File: src/sv/i2w_pkg.sv
// Shared types and token codes for the integer-to-word-tokens block.
// Used by the front end, the item queue, the back end and the top level.
`default_nettype none

package i2w_pkg;

  localparam int VALUE_W    = 31;
  localparam int WORD_W     = 5;
  localparam int NUM_DIGITS = 10;

  typedef logic [3:0]                digit_t;
  typedef digit_t [NUM_DIGITS-1:0]   bcd_t;
  typedef logic [WORD_W-1:0]         word_t;

  localparam word_t TOK_ZERO     = 5'd0;
  localparam word_t TOK_TEN      = 5'd10;
  localparam word_t TOK_TENS_OFS = 5'd18;
  localparam word_t TOK_HUNDRED  = 5'd28;

endpackage

`default_nettype wire

File: src/sv/i2w_front.sv
// Front end: accepts a value and converts it to ten BCD digits by shift-and-add-3,
// one bit per cycle. Depends on i2w_pkg.
`default_nettype none

module i2w_front import i2w_pkg::*; (
  input  wire logic               clk,
  input  wire logic               rst,
  input  wire logic               push,
  input  wire logic [VALUE_W-1:0] value,
  output logic                    full,
  output logic                    q_push,
  output bcd_t                    q_data,
  input  wire logic               q_full
);

  localparam int CNT_W = $clog2(VALUE_W);

  typedef enum logic [2:0] {
    ST_IDLE = 3'b001,
    ST_CONV = 3'b010,
    ST_PUSH = 3'b100
  } state_t;

  state_t             state;
  logic [CNT_W-1:0]   cnt;
  logic [VALUE_W-1:0] shreg;
  bcd_t               bcd;
  bcd_t               adj;
  logic [4*NUM_DIGITS-1:0] adj_flat;

  always_comb begin
    for (int i = 0; i < NUM_DIGITS; i++) begin
      adj[i] = (bcd[i] >= 4'd5) ? bcd[i] + 4'd3 : bcd[i];
    end
    adj_flat = adj;
  end

  assign full   = (state != ST_IDLE);
  assign q_push = (state == ST_PUSH);
  assign q_data = bcd;

  always_ff @(posedge clk) begin
    if (rst) begin
      state <= ST_IDLE;
    end else begin
      unique case (state)
        ST_IDLE: if (push) state <= ST_CONV;
        ST_CONV: if (cnt == '0) state <= ST_PUSH;
        ST_PUSH: if (!q_full) state <= ST_IDLE;
        default: state <= ST_IDLE;
      endcase
    end
  end

  always_ff @(posedge clk) begin
    if (state == ST_IDLE && push) begin
      shreg <= value;
      bcd   <= '0;
      cnt   <= CNT_W'(VALUE_W - 1);
    end else if (state == ST_CONV) begin
      // shift the next value bit into the adjusted digits
      bcd   <= bcd_t'({adj_flat[4*NUM_DIGITS-2:0], shreg[VALUE_W-1]});
      shreg <= {shreg[VALUE_W-2:0], 1'b0};
      cnt   <= cnt - 1'b1;
    end
  end

endmodule

`default_nettype wire

File: src/sv/i2w_queue.sv
// Short queue of converted digit sets between front and back end.
// Depends on i2w_pkg.
`default_nettype none

module i2w_queue import i2w_pkg::*; #(
  parameter int DEPTH = 2
) (
  input  wire logic clk,
  input  wire logic rst,
  input  wire logic wr_en,
  input  bcd_t      wr_data,
  output logic      full,
  input  wire logic rd_en,
  output bcd_t      rd_data,
  output logic      empty
);

  localparam int PTR_W = (DEPTH > 1) ? $clog2(DEPTH) : 1;
  localparam int CNT_W = $clog2(DEPTH + 1);

  bcd_t [DEPTH-1:0] entries;
  logic [PTR_W-1:0] wr_ptr;
  logic [PTR_W-1:0] rd_ptr;
  logic [CNT_W-1:0] count;
  logic             do_wr;
  logic             do_rd;

  assign full    = (count == CNT_W'(DEPTH));
  assign empty   = (count == '0);
  assign do_wr   = wr_en && !full;
  assign do_rd   = rd_en && !empty;
  assign rd_data = entries[rd_ptr];

  always_ff @(posedge clk) begin
    if (rst) begin
      wr_ptr <= '0;
      rd_ptr <= '0;
      count  <= '0;
    end else begin
      if (do_wr) wr_ptr <= (wr_ptr == PTR_W'(DEPTH - 1)) ? '0 : wr_ptr + 1'b1;
      if (do_rd) rd_ptr <= (rd_ptr == PTR_W'(DEPTH - 1)) ? '0 : rd_ptr + 1'b1;
      if (do_wr && !do_rd) begin
        count <= count + 1'b1;
      end else if (do_rd && !do_wr) begin
        count <= count - 1'b1;
      end
    end
  end

  always_ff @(posedge clk) begin
    if (do_wr) entries[wr_ptr] <= wr_data;
  end

endmodule

`default_nettype wire

File: src/sv/i2w_back.sv
// Back end: walks the digit groups of one number and emits one word token per
// cycle into the output register while it is free. Depends on i2w_pkg.
`default_nettype none

module i2w_back import i2w_pkg::*; (
  input  wire logic clk,
  input  wire logic rst,
  input  wire logic q_empty,
  input  bcd_t      q_data,
  output logic      q_pop,
  output logic      empty,
  input  wire logic pop,
  output word_t     word,
  output logic      last_word
);

  // group index 3..0 (billions..units), digit index 2..0 (hundreds, tens, units)
  logic [3:0][2:0][3:0] dg;
  logic [3:0][2:0][3:0] load_dg;
  // slot mask per group: digit, Hundred, tens/teen, units, scale
  logic [3:0][4:0]      rem;
  logic [3:0][4:0]      load_rem;
  logic [3:0][4:0]      rem_clr;
  logic [1:0]           g;
  logic                 busy;
  logic                 ovalid;
  logic [4:0]           cur;
  logic [2:0]           slot;
  logic                 hit;
  logic                 out_free;
  logic [3:0]           h;
  logic [3:0]           t;
  logic [3:0]           u;
  word_t                tok;

  assign q_pop    = !busy && !q_empty;
  assign empty    = !ovalid;
  assign out_free = !ovalid || pop;

  always_comb begin
    for (int k = 0; k < 4; k++) begin
      for (int j = 0; j < 3; j++) begin
        load_dg[k][j] = (3 * k + j < NUM_DIGITS) ? q_data[3 * k + j] : 4'd0;
      end
    end
    for (int k = 0; k < 4; k++) begin
      load_rem[k][0] = (load_dg[k][2] != 4'd0);
      load_rem[k][1] = (load_dg[k][2] != 4'd0);
      load_rem[k][2] = (load_dg[k][1] != 4'd0);
      load_rem[k][3] = (load_dg[k][1] != 4'd1) && (load_dg[k][0] != 4'd0);
      load_rem[k][4] = (k > 0) && (load_dg[k] != '0);
    end
    // zero: the billions hundreds slot holds digit 0, which reads as Zero
    if (load_dg == '0) load_rem[3][0] = 1'b1;
  end

  always_comb begin
    cur  = rem[g];
    hit  = |cur;
    slot = 3'd0;
    for (int s = 4; s >= 0; s--) begin
      if (cur[s]) slot = 3'(s);
    end
    h = dg[g][2];
    t = dg[g][1];
    u = dg[g][0];
    unique case (slot)
      3'd0:    tok = {1'b0, h};
      3'd1:    tok = TOK_HUNDRED;
      3'd2:    tok = (t == 4'd1) ? TOK_TEN + {1'b0, u} : TOK_TENS_OFS + {1'b0, t};
      3'd3:    tok = {1'b0, u};
      3'd4:    tok = TOK_HUNDRED + {3'b000, g};
      default: tok = TOK_ZERO;
    endcase
    rem_clr = rem;
    rem_clr[g][slot] = 1'b0;
  end

  always_ff @(posedge clk) begin
    if (rst) begin
      busy   <= 1'b0;
      ovalid <= 1'b0;
    end else begin
      if (q_pop) busy <= 1'b1;
      if (busy && hit && out_free) begin
        ovalid <= 1'b1;
        if (rem_clr == '0) busy <= 1'b0;
      end else if (ovalid && pop) begin
        ovalid <= 1'b0;
      end
    end
  end

  always_ff @(posedge clk) begin
    if (q_pop) begin
      dg  <= load_dg;
      rem <= load_rem;
      g   <= 2'd3;
    end else if (busy) begin
      if (!hit) begin
        // nothing left in this group, move down
        g <= g - 2'd1;
      end else if (out_free) begin
        word      <= tok;
        last_word <= (rem_clr == '0);
        rem       <= rem_clr;
      end
    end
  end

endmodule

`default_nettype wire

File: src/sv/integer_to_word_tokens_core.sv
// Spells a 31-bit unsigned value as a run of English word tokens.
// Input channel: drive value and raise push; the value is taken on an edge where
// push is high and full is low. full stays high while the front end converts.
// Result channel: while empty is low, word and last_word show the oldest token;
// it is taken on an edge where pop is high. last_word marks a number's final token.
// Steps: the front end loads the value and converts it to BCD, one value bit per
// cycle, then queues the digits; the back end loads them and emits one token per
// cycle while the output register is free, but spends a step with no token on
// moving down past each group that has nothing left. The front end takes a new
// value only after the previous one has been converted and written to the queue.
// Up to QUEUE_DEPTH converted numbers wait between the two parts.
// Reset (rst, synchronous) empties the queue and the output register and returns
// the front end to idle. When the receiver stalls, the output register holds its
// token, the back end waits, then the queue fills and finally full stays high.
`default_nettype none

module integer_to_word_tokens_core import i2w_pkg::*; #(
  parameter int QUEUE_DEPTH = 2
) (
  input  wire logic               clk,
  input  wire logic               rst,
  input  wire logic               push,
  output logic                    full,
  input  wire logic [VALUE_W-1:0] value,
  output logic                    empty,
  input  wire logic               pop,
  output logic [WORD_W-1:0]       word,
  output logic                    last_word
);

  logic q_push;
  logic q_full;
  logic q_pop;
  logic q_empty;
  bcd_t q_wdata;
  bcd_t q_rdata;

  i2w_front u_front (
    .clk    (clk),
    .rst    (rst),
    .push   (push),
    .value  (value),
    .full   (full),
    .q_push (q_push),
    .q_data (q_wdata),
    .q_full (q_full)
  );

  i2w_queue #(.DEPTH(QUEUE_DEPTH)) u_queue (
    .clk     (clk),
    .rst     (rst),
    .wr_en   (q_push),
    .wr_data (q_wdata),
    .full    (q_full),
    .rd_en   (q_pop),
    .rd_data (q_rdata),
    .empty   (q_empty)
  );

  i2w_back u_back (
    .clk       (clk),
    .rst       (rst),
    .q_empty   (q_empty),
    .q_data    (q_rdata),
    .q_pop     (q_pop),
    .empty     (empty),
    .pop       (pop),
    .word      (word),
    .last_word (last_word)
  );

`ifndef SYNTHESIS
  a_accept_busy: assert property (@(posedge clk) disable iff (rst)
    (push && !full) |=> (full && !q_push))
    else $error("front end not busy after accepting a value");

  a_pop_nonempty: assert property (@(posedge clk) disable iff (rst)
    q_pop |-> !q_empty)
    else $error("back end loads from an empty queue");

  a_pop_queue_count: assert property (@(posedge clk) disable iff (rst)
    (q_pop && !q_push) |=> !q_full)
    else $error("queue still full after a load with no push");

  a_token_hold: assert property (@(posedge clk) disable iff (rst)
    (!empty && !pop) |=> (!empty && $stable(word) && $stable(last_word)))
    else $error("output token changed while the receiver stalled");
`endif

endmodule

`default_nettype wire

File: config.mk
export PLATFORM = sky130hd
export DESIGN_NAME = integer_to_word_tokens_core
export DESIGN_NICKNAME = d
export VERILOG_FILES = /design/src/sv/i2w_pkg.sv /design/src/sv/i2w_front.sv /design/src/sv/i2w_queue.sv /design/src/sv/i2w_back.sv /design/src/sv/integer_to_word_tokens_core.sv
export SDC_FILE = /design/constraint.sdc
export NUM_CORES = 1
export LEC_CHECK = 0
export ABC_AREA = 1
export BUFFER_PORTS_ARGS = -buffer_cell sky130_fd_sc_hd__buf_2
export CAP_MARGIN = 20
export CORE_MARGIN = 8
export CORE_UTILIZATION = 45
export CTS_BUF_LIST = sky130_fd_sc_hd__clkbuf_8 sky130_fd_sc_hd__clkbuf_16
export CTS_CLUSTER_DIAMETER = 120
export DETAILED_ROUTE_END_ITERATION = 6
export PLACE_DENSITY_LB_ADDON = 0.3
export SYNTH_ARGS = -nofsm -noshare
export SYNTH_HDL_FRONTEND = slang
export SYNTH_HIERARCHICAL = 1
export SYNTH_SLANG_ARGS = --single-unit
File: constraint.sdc
create_clock -name clk -period 2.7 [get_ports clk]
set_input_delay 0 -clock clk [delete_from_list [all_inputs] [get_ports clk]]
set_output_delay 0 -clock clk [all_outputs]
set_load 0.01 [all_outputs]
==> impl_metrics.csv <==
group,metric,value,unit
status,status,"completed",
synth,yosysSeqAreaShare,0.589,
power_and_ir_drop,seqPwrFrac,0.434,
final_layout,regArea,6410,sq um
synth,ys.flop_type,"edfxtp_1",
final_layout,fill_cells,2147,
synth,synth-edff-count,174,
clocking,numClockSinks,233,
timing,min_period_over_period,0.851,
placed_design,portBuffers,42,
final_layout,final_cell_mix,"434 x nand2_1, 174 x edfxtp_1, 121 x inv_1, 97 x nand3_1, 61 x o21ai_0",
final_layout,area_growth,15.1,%
timing,fin_crit,2.30,ns
setup_path,path_max_fanout,14,
setup_path,startpoint_type,"flop",
power_and_ir_drop,max-vdd-ir-drop,0.480,mV
floorplan,die_w,171,um
clocking,ctsHoldBuffers,35,
setup_path,end_kind,"flop",
clocking,root_buffer,"clkbuf_16",
clocking,cts.clk_slew.worst_paths,0.06,ns
global_routing,grt_max_degree,51,
clocking,cts_resized,0,
floorplan,core_area,24000,sq um
clocking,post-cts-setup-buffers,0,
floorplan,die_y,171,um
drt,drt_iter0_drc,702,
floorplan,fp-row-count,57,
timing,setup_viol,0,
drt,wl_per_cell,14.2,um
power_and_ir_drop,intPower,0.00693,W
setup_path,reg2reg_slack,0.40,ns
global_routing,antenna_found_initial,0,
power_and_ir_drop,combPwrFrac,0.256,
drt,drc,0,
clocking,tritoncts,"yes",
placed_design,dp_cells,1532,
job,drv_cap,0,
global_routing,grt_first_pass_wirelength,37900,um
timing,max_freq,435,MHz
clocking,clk_latency,0.53,ns
final_layout,antenna_cells,0,
synth,synth_cells,1185,
setup_path,cp.required,2.92,ns
power_and_ir_drop,power,0.0102,W
timing,rsz0062_at_grt,"no",
clocking,cts_buffers,25,
global_routing,grt_pass1_vias,7658,
floorplan,die_area,29400,sq um
final_layout,layout-drive-gt1-share,0.102,
drt,via_count,8085,
power_and_ir_drop,power.share.switching,0.323,
synth,syn_nets,1249,
synth,ys_seq_elements,233,
power_and_ir_drop,powerDensity,818,nW/um^2
drt,wl,23000,um
final_layout,layout_commonest_cell,"nand2_1",
setup_path,arrival,2.52,ns
synth,ys_types,44,
timing,clock_skew,0.0149,ns
synth,ys_async_sr_fraction,0,
synth,synth_area,10900,sq um
global_routing,grt.total_usage,0.158,
power_and_ir_drop,power_switching,0.00331,W
timing,hold_violations,0,
placed_design,dpl.hpwl,15700,um
clocking,htree_levels,1,
final_layout,multi_input_area,3770,sq um
power_and_ir_drop,clockPowerShare,0.310,
drt,first_pass_iters,6,
floorplan,pin_count,43,
final_layout,nets,1334,
synth,syn_avg_cell_area,9.17,sq um
synth,synth_warnings,6,
drt,postRouteAntennaNets,0,
timing,slew_viol_final,0,
timing,worst_pin_slew,0.737,ns
floorplan,start_util,0.452,
timing,slew_headroom,0.508,
global_routing,gr-total-overflow,0,
setup_path,critPathKind,"reg -> reg",
min_path,hp-class,"in -> reg",
final_layout,stdcell_count,1613,
clocking,clock_path_buffers,3,
drt,routed_via_density,5.01,
placed_design,gp_congestion,0.921,
power_and_ir_drop,p_leak,5.35,nW
timing,holdWs,0.268,ns
==> registers in the layout (all words and copies together), names as in the netlist, 2 cells and up <==
register	flops
u_back/dg	40
u_back/g	2
u_back/rem	20
u_back/word	5
u_front/cnt	5
u_front/q_data	40
u_front/shreg	31
u_front/state	3
u_queue/count	2
u_queue/entries	80
==> final cells by class <==
class                   instances  share of cell area
well taps                     324              0.0324
clock inverters                20              0.0110
multi-input cells             794               0.302
flip-flops and latches        233               0.512
clock buffers                  26              0.0511
repair buffers                 96              0.0562
inverters                     120              0.0360
==> path summary, 6_finish.rpt <==
path | from | to | cells after the start
worst min register to register | u_front/q_data[29] | u_queue/entries[69] | 0
worst max register to register | u_back/g[0] | u_back/rem[15] | 10
worst min-delay path | value[3] | u_front/shreg[3] | 4
worst max-delay path | u_back/g[0] | u_back/rem[15] | 10
==> worst max-delay path: stages, from the launching register on <==
cell	delay [ns]
dfxtp_1	0.41
buf_4	0.24
nand2_1	0.06
o21ai_0	0.08
nand2_1	0.07
nand2_1	0.15
inv_1	0.07
nand2_1	0.08
nand3_1	0.22
nand2_1	0.34
buf_4	0.26
==> stage by stage <==
step	util	worst slack (ns)	setup TNS (ns)	area, sq um
after floorplan	-	-0.102	-8.15	10900
after global placement	0.474	0.519	0	11400
after detailed placement	0.474	0.432	0	11400
after CTS	0.521	0.410	0	12500
after global routing	0.521	0.128	0	12500
final	0.521	0.401	0	12500
==> power by group through the flow <==
| stage | Sequential [W] | Clock (W) | Combinational (W) |
|---|---|---|---|
| after CTS | 0.00444 | 0.00326 | 0.00261 |
| after global routing | 0.00447 | 0.00338 | 0.00294 |
| after detailed placement | 0.00452 | 0 | 0.00255 |
| final | 0.00444 | 0.00318 | 0.00262 |
| after floorplan | 0.00447 | 0 | 0.00197 |
| after global placement | 0.00451 | 0 | 0.00252 |
==> cells by family (layout without fill, tap and decap cells) <==
logic type / count (synthesis) / after routing / synth area share
xor gates and xnor gates: 2 / 2 / 0.00161
AOI/OAI and AO/OA: 119 / 119 / 0.0610
buffers and inverters: 158 / 262 / 0.0656
DFF: 233 / 233 / 0.589
adders and majority gates: 29 / 29 / 0.0334
and+or+nand+nor: 644 / 644 / 0.249
==> metal layers <==
metal,vias to the layer above,GRT usage,share of wire
met4,0,0.0412,0.020
met3,39,0.0259,0.051
met2,220,0.269,0.47
met1,3719,0.207,0.46
met5,-,0,0
li1,4107,-,-
==> synthesized netlist by cell type, types with 2 or more instances <==
cell | number | area share
o22ai_1 | 8 | 0.0046
o21ai_2 | 2 | 0.0016
o21ai_0 | 61 | 0.028
nand2_4 | 4 | 0.0041
clkbuf_2 | 2 | 0.00092
buf_6 | 10 | 0.010
nand3_1 | 97 | 0.045
xnor2_1 | 2 | 0.0016
a21oi_1 | 29 | 0.013
o211ai_1 | 3 | 0.0021
and2_1 | 2 | 0.0012
nand2_2 | 7 | 0.0040
buf_2 | 19 | 0.0087
dfxtp_1 | 59 | 0.11
edfxtp_1 | 174 | 0.48
nand3b_1 | 4 | 0.0028
inv_2 | 8 | 0.0028
nand3_2 | 2 | 0.0018
nand4_1 | 9 | 0.0052
nor2_4 | 2 | 0.0021
o2111ai_1 | 3 | 0.0024
nand2_1 | 434 | 0.15
nor2_2 | 2 | 0.0012
clkbuf_1 | 2 | 0.00069
nor4_1 | 8 | 0.0046
nor2_1 | 61 | 0.021
buf_4 | 5 | 0.0035
inv_1 | 112 | 0.039
o21ai_1 | 4 | 0.0018
ha_1 | 29 | 0.033
or2_2 | 4 | 0.0023
nor3_1 | 5 | 0.0023
Power figures use the tool's default switching activity.
